## src/rtl/frag_pkg.sv

```systemverilog
package frag_pkg;

  localparam int MAX_MESSAGE = 512;
  localparam int STORE_AW    = 9;

  localparam logic [7:0] FLAG_FIRST_BIT = 8'h01;
  localparam logic [7:0] FLAG_LAST_BIT  = 8'h02;

  localparam logic [9:0]  COUNT_MAX      = 10'd1023;
  localparam logic [9:0]  CAPACITY_RESET = 10'd512;
  localparam logic [10:0] HDR_BYTES      = 11'd2;
  localparam logic [10:0] FIRST_HDR      = 11'd4;

  typedef enum logic [1:0] {
    OP_FRAME = 2'd0,
    OP_READ  = 2'd1,
    OP_CLEAR = 2'd2,
    OP_NONE  = 2'd3
  } op_t;

  typedef struct packed {
    op_t        op;
    logic [7:0] data;
    logic       frame_end;
    logic [8:0] read_index;
  } item_t;

  typedef struct packed {
    logic  valid;
    item_t item;
  } queue_head_t;

endpackage

```

## src/rtl/frag_queue.sv

```systemverilog
module frag_queue (
  input  logic                   clk,
  input  logic                   rst,
  input  logic                   push,
  input  frag_pkg::item_t        push_item,
  output logic                   full,
  input  logic                   pop,
  output frag_pkg::queue_head_t  head
);

  frag_pkg::item_t entries [2];
  logic            wr_ptr;
  logic            rd_ptr;
  logic [1:0]      count;
  logic            do_pop;

  assign full       = (count == 2'd2);
  assign do_pop     = pop && (count != 2'd0);
  assign head.valid = (count != 2'd0);
  assign head.item  = entries[rd_ptr];

  always_ff @(posedge clk) begin
    if (rst) begin
      wr_ptr <= 1'b0;
      rd_ptr <= 1'b0;
      count  <= 2'd0;
    end else begin
      if (push) wr_ptr <= !wr_ptr;
      if (do_pop) rd_ptr <= !rd_ptr;
      count <= count + {1'b0, push} - {1'b0, do_pop};
    end
  end

  always_ff @(posedge clk) begin
    if (push) begin
      entries[wr_ptr] <= push_item;
    end
  end

endmodule

```

## config.mk

```make
export PLATFORM = sky130hd
export DESIGN_NAME = frag_queue
export DESIGN_NICKNAME = d
export VERILOG_FILES = /design/src/rtl/frag_pkg.sv /design/src/rtl/frag_queue.sv
export SDC_FILE = /design/constraint.sdc
export NUM_CORES = 1
export LEC_CHECK = 0
export ABC_AREA = 1
export BUFFER_PORTS_ARGS = -buffer_cell sky130_fd_sc_hd__buf_2
export CORE_AREA = 2 2 62 64
export CTS_BUF_LIST = sky130_fd_sc_hd__clkbuf_4
export CTS_CLUSTER_DIAMETER = 150
export DETAILED_ROUTE_END_ITERATION = 10
export DIE_AREA = 0 0 64 66
export PLACE_DENSITY = 0.73
export SYNTH_ARGS = -nofsm -noshare
export SYNTH_HDL_FRONTEND = slang
export SYNTH_SLANG_ARGS = --single-unit
```

## constraint.sdc

```tcl
create_clock -name clk -period 2.1 [get_ports clk]
set_input_delay 0.21 -clock clk [delete_from_list [all_inputs] [get_ports clk]]
set_output_delay 0.21 -clock clk [all_outputs]
set_load 0.01 [all_outputs]
```

==> results.json <==
{
  "hold_vio_cnt_final": 0,
  "post-place-cells": 193,
  "cts_buffers": 5,
  "globalRouteTotalUtil_pct": 13.6,
  "overflow": 0,
  "placementRows": 22,
  "clk_pin_slew_ns": 0.12,
  "1st_iter_drt_viols": 23,
  "synth-edff-count": 40,
  "ant_nets_after_route": 0,
  "count_of_buffers_added_by_post_cts_timing_repair_for_setup": 0,
  "ir_drop_v": 0.000642,
  "slew_headroom_pct": 81.4,
  "tritoncts": "built",
  "final.hold.worst_slack_ns": 0.0365,
  "final_critical_path_setup_slack_ns": 0.518,
  "worstSkewPairLatency_ns": 0.34,
  "r2r_start": "count[1]$_SDFF_PP0_",
  "min_path_cells": 2,
  "regToRegSetupSlack_ns": 0.56,
  "finalWorstPathRequiredPeriod_ns": 1.58,
  "synthDominantCellAreaShare_pct": 68.1,
  "setup_total_negative_slack_ns": 0,
  "htree_levels": 2,
  "ys_ff_latch": 45,
  "holdCritPathClass": "primary input to flop",
  "synthesis.yosys.warnings": 0,
  "detail_route.drc_violations": 0,
  "final-instance-count-excl-fill": 201,
  "start_kind": "flop",
  "finish.net_count": 178,
  "crit_path_end": "head[8]",
  "synthAdderAreaFrac_pct": 1.42,
  "share_of_the_synthesized_area_in_compound_gates_ao_oa_aoi_oai_pct": 0.284,
  "post_route_cells_drive_above_1_share_pct": 51.0,
  "period_share_pct": 75.3,
  "avgSynthCellArea_um2": 18.0,
  "worst_ep_arrival_time_ns": 1.37,
  "synth-seq-area-share_pct": 73.8,
  "run_status": "finished clean",
  "wl_per_cell_um": 13.4,
  "numClockSinks": 45,
  "die_h_um": 66,
  "synth_top_family_by_area": "multiplexers",
  "syn-cell-area_um2": 1760,
  "crit_type": "flop to primary output",
  "route.vias.total": 963,
  "p_leak_nw": 0.899,
  "io_buffer_count": 45,
  "yosys.area.top_type": "sky130_fd_sc_hd__edfxtp_1",
  "yosys.area_share.simple_pct": 4.26,
  "floorplan.initialDensity_pct": 49.6,
  "floorplan.die.width_um": 64,
  "postLayoutCoreUtil_pct": 59.5,
  "synth.most_common_cell": "sky130_fd_sc_hd__edfxtp_1",
  "buffers_from_clock_root_to_sink_at_most": 2,
  "finClkSkew_ns": 0.00517,
  "totalPowerFinal_mw": 2.05,
  "grt_pass1_wl_mm": 4.12,
  "rsz_0062_raised_after_global_routing": "false",
  "path_max_fanout": 10,
  "rr_worst_depth": 9,
  "synth_flop_type": "sky130_fd_sc_hd__edfxtp_1",
  "library_cells_used_by_synthesis": 11,
  "fin_area_um2": 2110,
  "cts.root.buffer_cell": "sky130_fd_sc_hd__clkbuf_4",
  "pre_cts_ws_ns": 0.585,
  "postSynth.asyncResetShare_pct": 0,
  "power.density_nw_per_um2": 970,
  "layout-area-overhead-vs-synth_pct": 19.9,
  "num_antenna_cells": 0,
  "netlist_instances": 98,
  "initial_antenna_violation_count": 0,
  "critical_path_required_ns": 1.89,
  "setup_violations": 0,
  "cts_hold_repair.buffers": 0,
  "via_per_inst": 4.79,
  "yosys-top-cells-count": "sky130_fd_sc_hd__edfxtp_1, sky130_fd_sc_hd__mux2_4, sky130_fd_sc_hd__nor2_1",
  "vias_in_the_first_global_route": 958,
  "ios": 46,
  "top_cells_by_area_synth": "sky130_fd_sc_hd__edfxtp_1, sky130_fd_sc_hd__mux2_4, sky130_fd_sc_hd__dfxtp_1",
  "drt-pass1-iter-count": 4,
  "finalWeightedCongestion": 0.628,
  "postCtsResizedCells": 0,
  "syn-num-nets": 124,
  "wirelength_mm": 2.69,
  "post-dp-hpwl_mm": 1.96,
  "fmax_mhz": 632,
  "pin_count_of_the_biggest_net_entering_global_routing": 21,
  "max_cap_viol_count": 0,
  "r2r-end": "count[1]$_SDFF_PP0_",
  "synth.area.mux_share_pct": 17.0,
  "placeableCoreArea_um2": 3550,
  "worst-slew-pin-transition_ns": 0.280,
  "timing.critical_path.to_type": "primary output",
  "placed_standard_cell_area_um2": 2060,
  "die_area_um2": 4220,
  "final_report_max_slew_violation_count": 0,
  "synth_xor_xnor_area_share_pct": 0
}
where the power goes:
part	switching [mW]	internal [mW]	total [mW]	leakage, nW
Sequential	0.0331	1.05	1.08	0.417
Combinational	0.292	0.290	0.582	0.447
Clock	0.244	0.141	0.384	0.0354
cells by family (layout without fill, tap and decap cells):
family | Yosys count | after routing
flip-flops | 45 | 45
multiplexers | 20 | 20
AND/OR/NAND/NOR | 19 | 19
buffers and inverters | 11 | 66
adder cells (fa/ha/maj) | 2 | 2
AO/OA/AOI/OAI | 1 | 1
registers in the layout, indices dropped and copies added, names as in the netlist, named ones only:
name     count
count        2
entries     40
rd_ptr       1
wr_ptr       1
area by class of cell:
class                   instances  area (µm²)
flip-flops and latches         45        1300
fillers                       268        1440
clock buffers                   6        45.0
well taps                      48        60.1
inverters                       9        33.8
clock inverters                 2        10.0
repair buffers                 49         255
multi-input cells              42         408
routing by layer:
layer	vias up	global-route usage, %	share of wire (%)
met5	-	0	0
li1	463	-	-
met4	0	6.25	1.6
met3	5	5.28	5.8
met2	28	24.9	55
met1	467	13.5	37
worst min path at each step:
stage                       start  slack (ns)                  endpoint
floorplan                     rst        0.28       count[0]$_SDFF_PP0_
global placement     push_item[3]        0.40   entries[0][3]$_DFFE_PP_
detailed placement            rst        0.40       count[0]$_SDFF_PP0_
CTS                           rst        0.03       count[0]$_SDFF_PP0_
global route        push_item[17]        0.02  entries[0][17]$_DFFE_PP_
finish                        rst        0.04       count[0]$_SDFF_PP0_
placed cells by master, fill, tap and decap left out, drive strengths merged:
cell	n
buf	49
edfxtp	40
mux2	20
nor2	10
inv	9
nand2	6
clkbuf	6
dfxtp	5
nand3	2
ha	2
clkinv	2
nor3	1
a21oi	1
critical path, stage by stage, from the launching register on:
cell                      delay (ns)
sky130_fd_sc_hd__dfxtp_1        0.35
sky130_fd_sc_hd__buf_4          0.22
sky130_fd_sc_hd__mux2_4         0.32
sky130_fd_sc_hd__buf_2          0.14
No activity file was read; power rests on OpenSTA's default activity.
