$ cat config.mk
export PLATFORM = sky130hd
export DESIGN_NAME = frag_front
export DESIGN_NICKNAME = d
export VERILOG_FILES = /design/src/rtl/frag_pkg.sv /design/src/rtl/frag_front.sv
export SDC_FILE = /design/constraint.sdc
export NUM_CORES = 1
export LEC_CHECK = 0
export ABC_AREA = 1
export BUFFER_PORTS_ARGS = -buffer_cell sky130_fd_sc_hd__buf_2
export CORE_UTILIZATION = 34
export CTS_CLUSTER_DIAMETER = 50
export DETAILED_ROUTE_END_ITERATION = 10
export PLACE_DENSITY = 0.71
export SLEW_MARGIN = 20
export SYNTH_ARGS = -nofsm -noshare
export SYNTH_HDL_FRONTEND = slang
export SYNTH_SLANG_ARGS = --single-unit
export TNS_END_PERCENT = 30
$ cat constraint.sdc
create_clock -name clk -period 1.5 [get_ports clk]
set_input_delay 0.3 -clock clk [delete_from_list [all_inputs] [get_ports clk]]
set_output_delay 0.3 -clock clk [all_outputs]
set_load 0.05 [all_outputs]
$ cat src/rtl/frag_pkg.sv
package frag_pkg;

  localparam int MAX_MESSAGE = 512;
  localparam int STORE_AW    = 9;

  localparam logic [7:0] FLAG_FIRST_BIT = 8'h01;
  localparam logic [7:0] FLAG_LAST_BIT  = 8'h02;

  localparam logic [9:0]  COUNT_MAX      = 10'd1023;
  localparam logic [9:0]  CAPACITY_RESET = 10'd512;
  localparam logic [10:0] HDR_BYTES      = 11'd2;
  localparam logic [10:0] FIRST_HDR      = 11'd4;

  typedef enum logic [1:0] {
    OP_FRAME = 2'd0,
    OP_READ  = 2'd1,
    OP_CLEAR = 2'd2,
    OP_NONE  = 2'd3
  } op_t;

  typedef struct packed {
    op_t        op;
    logic [7:0] data;
    logic       frame_end;
    logic [8:0] read_index;
  } item_t;

  typedef struct packed {
    logic  valid;
    item_t item;
  } queue_head_t;

endpackage

$ cat src/rtl/frag_front.sv
module frag_front (
  input  logic             clk,
  input  logic             rst,
  input  logic             in_valid,
  output logic             in_stall,
  input  logic [1:0]       op,
  input  logic [7:0]       data,
  input  logic             frame_end,
  input  logic [8:0]       read_index,
  input  logic             queue_full,
  output logic             push,
  output frag_pkg::item_t  push_item
);

  logic            held;
  frag_pkg::item_t item;

  assign in_stall  = held && queue_full;
  assign push      = held && !queue_full;
  assign push_item = item;

  always_ff @(posedge clk) begin
    if (rst) begin
      held <= 1'b0;
    end else if (!in_stall) begin
      held <= in_valid;
    end
  end

  // decode op into the queue entry form
  always_ff @(posedge clk) begin
    if (!in_stall && in_valid) begin
      item.op         <= frag_pkg::op_t'(op);
      item.data       <= data;
      item.frame_end  <= frame_end;
      item.read_index <= read_index;
    end
  end

endmodule

==> out/metrics.cfg, run 1 <==
[sta]
tightestPinTransition_ns=0.269
finalClockSkew_ns=0.0106
hold_viol_final=0
finalSetupTns_ns=0
worst_slack_ns=0.149
clock.fmax_ghz=0.740
rsz0062_at_grt=false
fin_crit_sh_pct=90.1
timing.final.crit_period_ns=1.35
max_slew_margin_pct=82.2
finalSetupViolCount=0
finalMaxSlewViolations=0

[synth]
avgSynthCellArea_um2=23.4
yosys_warnings=0
syn_area_um2=654
synth_cell_types=7
syn-num-nets=52
ys_ff_latch=21
syn-instance-count=28
synth-seq-area-share_pct=94.8

[place]
pre_cts_ws_ns=0.312
numPortBuffers=45
place.detailed.hpwl_um=929
place_congestion=0.637
placed_area_um2=921

[run_status]
status=finished, final reports clean

[critical_path]
critPathSlowestCell=dfxtp_1
rr_worst_depth=4
worstPathCellList=inv_1 -> nor2_1 -> buf_2
timing.critical_path.buf_inv=2
worst-path-stages=3
worstSetupEndpointType=output pin
required_ns=1.20
reg2reg_slack_ns=0.40
arrival_ns=1.05
start_kind=flop
reg2reg_from=held$_SDFFE_PP0N_
cpPeakStageDelay_ns=0.36
cp-endpoint=push
critical_path.startpoint=held$_SDFFE_PP0N_
path_max_fanout=2
crit_type=flop to output pin
crit_family=flip-flops
rr_endpoint=push_item[5]$_DFFE_PP_

[cts]
cts_hold_buf=0
cts-buffers-inserted=3
cts_tree=yes
cts_htree_levels=1
clock_latency_ns=0.30
cts-resized-gates=0
cts.sinks=21
cts_buffer_depth=2
cts_setup_buffers=0
cts.clk_slew.worst_paths_ns=0.11
cts-root-buf=clkbuf_4

[pwr]
power.density_nw_per_um2=1220
p_leak_nw=0.424
peakVddDrop_uv=467

[global_route]
grt_pass1_vias=333
grt_pass1_wl_mm=1.46
track_usage_pct=11.1
antenna_found_initial=0
grt_max_degree=21
grt_overflow=0

[routing]
wl_mm=1.20
final_antenna_net_count=0
first_iter_violations=4
wl_per_cell_um=11.6
vias=416
firstDrtPassIters=4
drc=0
via_per_inst=4.04

[final_layout]
final_common_cell=buf_2
final_cell_mix=45 x buf_2, 20 x edfxtp_1, 3 x clkbuf_4
layout.nets=103
n_antenna_cell=0
syn2layout_area_growth_pct=44.7
design_area_um2=947
layout-drive-gt1-share_pct=67.9

[die]
boundaryPins=46
die_w_um=45.9
rows=15
chipHeight_um=45.9
die_area_um2=2100
core_area_um2=1760
start_util_pct=37.1

[job]
drv_cap=0

[min_path]
hold_class=primary input to flop

==> per-layer routing <==
layer	track usage, %	share of wire, %
met1	10.7	35
met3	3.57	4.0
met4	8.82	0
met5	0	0
met2	19.2	61
==> worst reg2reg max path, stage by stage, from the launching register on <==
cell,delay [ns]
dfxtp_1,0.34
nand2_2,0.08
inv_2,0.04
nor2_2,0.06
buf_4,0.26
==> cell usage after synthesis <==
library cell / instances / share of area, %
nand2_2: 1 / 0.96
inv_1: 2 / 1.1
inv_2: 1 / 0.57
edfxtp_1: 20 / 92
dfxtp_1: 1 / 3.1
nor2_1: 2 / 1.1
a21oi_2: 1 / 1.3
==> power breakdown <==
| part | leakage [nW] | switching [mW] | total [mW] | internal (mW) |
|---|---|---|---|---|
| logic | 0.207 | 0.155 | 0.203 | 0.0478 |
| registers | 0.202 | 0.00803 | 0.690 | 0.681 |
| clock network | 0.0150 | 0.156 | 0.260 | 0.103 |
| total | 0.424 | 0.319 | 1.15 | 0.833 |
==> flip-flops by register name (all words and copies together), names as in the netlist <==
signal / count
push_item: 20
held: 1
==> metrics by stage <==
step	hold WS [ns]	utilization, %	instances	power, mW
6_report	0.141	53.7	103	1.15
5_1_grt	0.125	53.7	103	1.19
4_1_cts	0.135	53.7	103	1.16
3_5_place_dp	0.467	52.2	99	0.908
3_3_place_gp	0.464	52.2	99	0.905
2_1_floorplan	0.362	-	28	0.842
==> cell type report <==
cell class | count | area (µm²)
Timing Repair Buffer | 46 | 233
Fill cell | 177 | 817
Clock buffer | 4 | 26.3
Inverter | 3 | 11.3
Tap cell | 25 | 31.3
Sequential cell | 21 | 621
Multi-Input combinational cell | 4 | 25.0
==> worst min-delay path by stage <==
stage | start | to | slack [ns] | cells past startpoint
4_1_cts | rst | held$_SDFFE_PP0N_ | 0.13 | 2
2_1_floorplan | rst | held$_SDFFE_PP0N_ | 0.36 | 1
3_3_place_gp | rst | held$_SDFFE_PP0N_ | 0.46 | 2
5_1_grt | rst | held$_SDFFE_PP0N_ | 0.13 | 2
6_report | rst | held$_SDFFE_PP0N_ | 0.14 | 2
3_5_place_dp | rst | held$_SDFFE_PP0N_ | 0.47 | 2
==> cell families after synthesis <==
| group | share of synthesized area [%] |
|---|---|
| AO/OA/AOI/OAI | 1.34 |
| buffers and inverters | 1.72 |
| flip-flops | 94.8 |
| AND/OR/NAND/NOR | 2.10 |
Note: power is estimated with default switching activity, not from simulation.
==> run 2, diff against run 1 <==
RECOVER_POWER = 50   (was not set)
==> run 2 against run 1 <==
Effect of this change: flip-flop and latch count is the same; largest power group unchanged; critical path depth up 1; clock skew increased by 0.0012 ns; final cell count is the same.
==> out/metrics.cfg, run 2 (synthesis results as in run 1) <==
[critical_path]
reg2reg_slack_ns=0.17  ; -0.23 ns
worstSetupEndpointType=flop
required_ns=1.44  ; +0.24 ns
start_kind=flop
path_max_fanout=20  ; +18
cpPeakStageDelay_ns=0.41  ; +0.05 ns
critPathSlowestCell=clkbuf_2
worstPathCellList=nand2_1 -> clkinv_1 -> nor2_1 -> clkbuf_2
reg2reg_from=held$_SDFFE_PP0N_
crit_type=flop to flop
rr_endpoint=push_item[5]$_DFFE_PP_
arrival_ns=1.28  ; +0.23 ns
rr_worst_depth=4  ; unchanged

[global_route]
track_usage_pct=11.1  ; unchanged
grt_overflow=0  ; unchanged
antenna_found_initial=0  ; unchanged
grt_max_degree=21  ; unchanged
grt_pass1_vias=333  ; unchanged
grt_pass1_wl_mm=1.46  ; unchanged

[pwr]
peakVddDrop_uv=467  ; about the same
p_leak_nw=0.418  ; -1.4%
power.density_nw_per_um2=1230  ; +0.99%

[die]
die_w_um=45.9  ; unchanged
start_util_pct=37.1  ; unchanged
chipHeight_um=45.9  ; unchanged
boundaryPins=46  ; unchanged
die_area_um2=2100  ; unchanged
rows=15  ; unchanged
core_area_um2=1760  ; unchanged

[cts]
cts-resized-gates=0  ; unchanged
cts.clk_slew.worst_paths_ns=0.11  ; about the same
clock_latency_ns=0.30  ; about the same
cts_htree_levels=1  ; unchanged
cts_buffer_depth=2  ; unchanged
cts.sinks=21  ; unchanged
cts-buffers-inserted=3  ; unchanged
cts_hold_buf=0  ; unchanged
cts_setup_buffers=0  ; unchanged
cts-root-buf=clkbuf_4
cts_tree=yes

[place]
place.detailed.hpwl_um=929  ; unchanged
placed_area_um2=921  ; unchanged
numPortBuffers=45  ; unchanged
pre_cts_ws_ns=0.312  ; unchanged
place_congestion=0.637  ; unchanged

[sta]
finalSetupTns_ns=0  ; unchanged
fin_crit_sh_pct=89.0  ; -1.1 points
timing.final.crit_period_ns=1.33  ; -0.0168 ns
max_slew_margin_pct=68.0  ; -14 points
rsz0062_at_grt=false
finalClockSkew_ns=0.0118  ; +0.00125 ns
worst_slack_ns=0.166  ; +0.0168 ns
hold_viol_final=0  ; unchanged
clock.fmax_ghz=0.749  ; +1.3%
finalSetupViolCount=0  ; unchanged
finalMaxSlewViolations=0  ; unchanged
tightestPinTransition_ns=0.480  ; +0.210 ns

[final_layout]
regArea_um2=621  ; unchanged
fin_util_pct=53.0  ; -0.64 points
syn2layout_area_growth_pct=43.0
design_area_um2=936  ; -1.2%
fillers=181  ; +2.3%
final_cell_mix=45 x buf_2, 20 x edfxtp_1, 3 x clkbuf_4
layout-drive-gt1-share_pct=62.8  ; -5.1 points
n_antenna_cell=0  ; unchanged
largest_reg_flops=20  ; unchanged
layout.nets=103  ; unchanged
multi_input_area_um2=16.3  ; -35%
final_common_cell=buf_2

[routing]
final_antenna_net_count=0  ; unchanged
firstDrtPassIters=4  ; unchanged
first_iter_violations=4  ; unchanged
via_per_inst=4.04  ; unchanged
wl_mm=1.20  ; about the same
drc=0  ; unchanged
vias=416  ; unchanged
wl_per_cell_um=11.6  ; about the same

[min_path]
hp-start=rst
hold_class=primary input to flop
whs_path_depth=2  ; unchanged
hold_end=held$_SDFFE_PP0N_

[job]
drv_cap=0  ; unchanged

[run_status]
status=finished, final reports clean

-- run 2: cell types whose count changed in the layout (fill, tap and decap cells not counted), sizes merged --
cell | previous run | this run
clkinv | 0 | 1
clkbuf | 4 | 5
inv | 3 | 2
buf | 46 | 45
-- run 2: how the worst max path moves through the flow --
stage | from | end | slack, ns | depth (start not counted)
6_report | held$_SDFFE_PP0N_ | push_item[5]$_DFFE_PP_ | 0.17 | 4
5_1_grt | held$_SDFFE_PP0N_ | push_item[13]$_DFFE_PP_ | 0.08 | 4
4_1_cts | held$_SDFFE_PP0N_ | push | 0.14 | 3
3_5_place_dp | queue_full | push_item[11]$_DFFE_PP_ | 0.31 | 5
3_3_place_gp | queue_full | push_item[13]$_DFFE_PP_ | 0.33 | 5
2_1_floorplan | queue_full | push_item[0]$_DFFE_PP_ | 0.05 | 3
-- run 2: final cells by class --
cell class,count,share of cell area (%)
tap,25,3.34
sequential,21,66.3
timing repair buffer,46,24.6
multi-input combinational,4,1.74
clock buffer,4,2.81
inverter,3,1.20
-- run 2: worst max-delay path: cells and delay by family, from the launching register on --
family / cells / cell delay [ns]
buffers and inverters: 2 / 0.48
flip-flops: 1 / 0.33
AND/OR/NAND/NOR: 2 / 0.16
-- run 2: routing by layer --
| metal | track usage, % | vias to the layer above | share of wire [%] |
|---|---|---|---|
| met4 | 8.82 | 0 | 0 |
| met2 | 19.2 | 13 | 61 |
| met3 | 3.57 | 0 | 4.0 |
| li1 | - | 202 | - |
| met5 | 0 | - | 0 |
| met1 | 10.7 | 201 | 35 |
-- run 2: metrics by stage --
step	hold WS, ns	power [mW]	std cells
floorplan	0.362	0.842	28
global placement	0.464	0.905	99
detailed placement	0.467	0.908	99
CTS	0.135	1.16	103
global route	0.132	1.19	103
finish	0.145	1.15	103
-- run 2: power breakdown --
group | switching (mW) | total (mW) | leakage, nW | internal [mW]
combinational | 0.154 | 0.199 | 0.201 | 0.0456
sequential | 0.00767 | 0.689 | 0.202 | 0.682
clock | 0.157 | 0.261 | 0.0150 | 0.103
total | 0.319 | 1.15 | 0.418 | 0.831
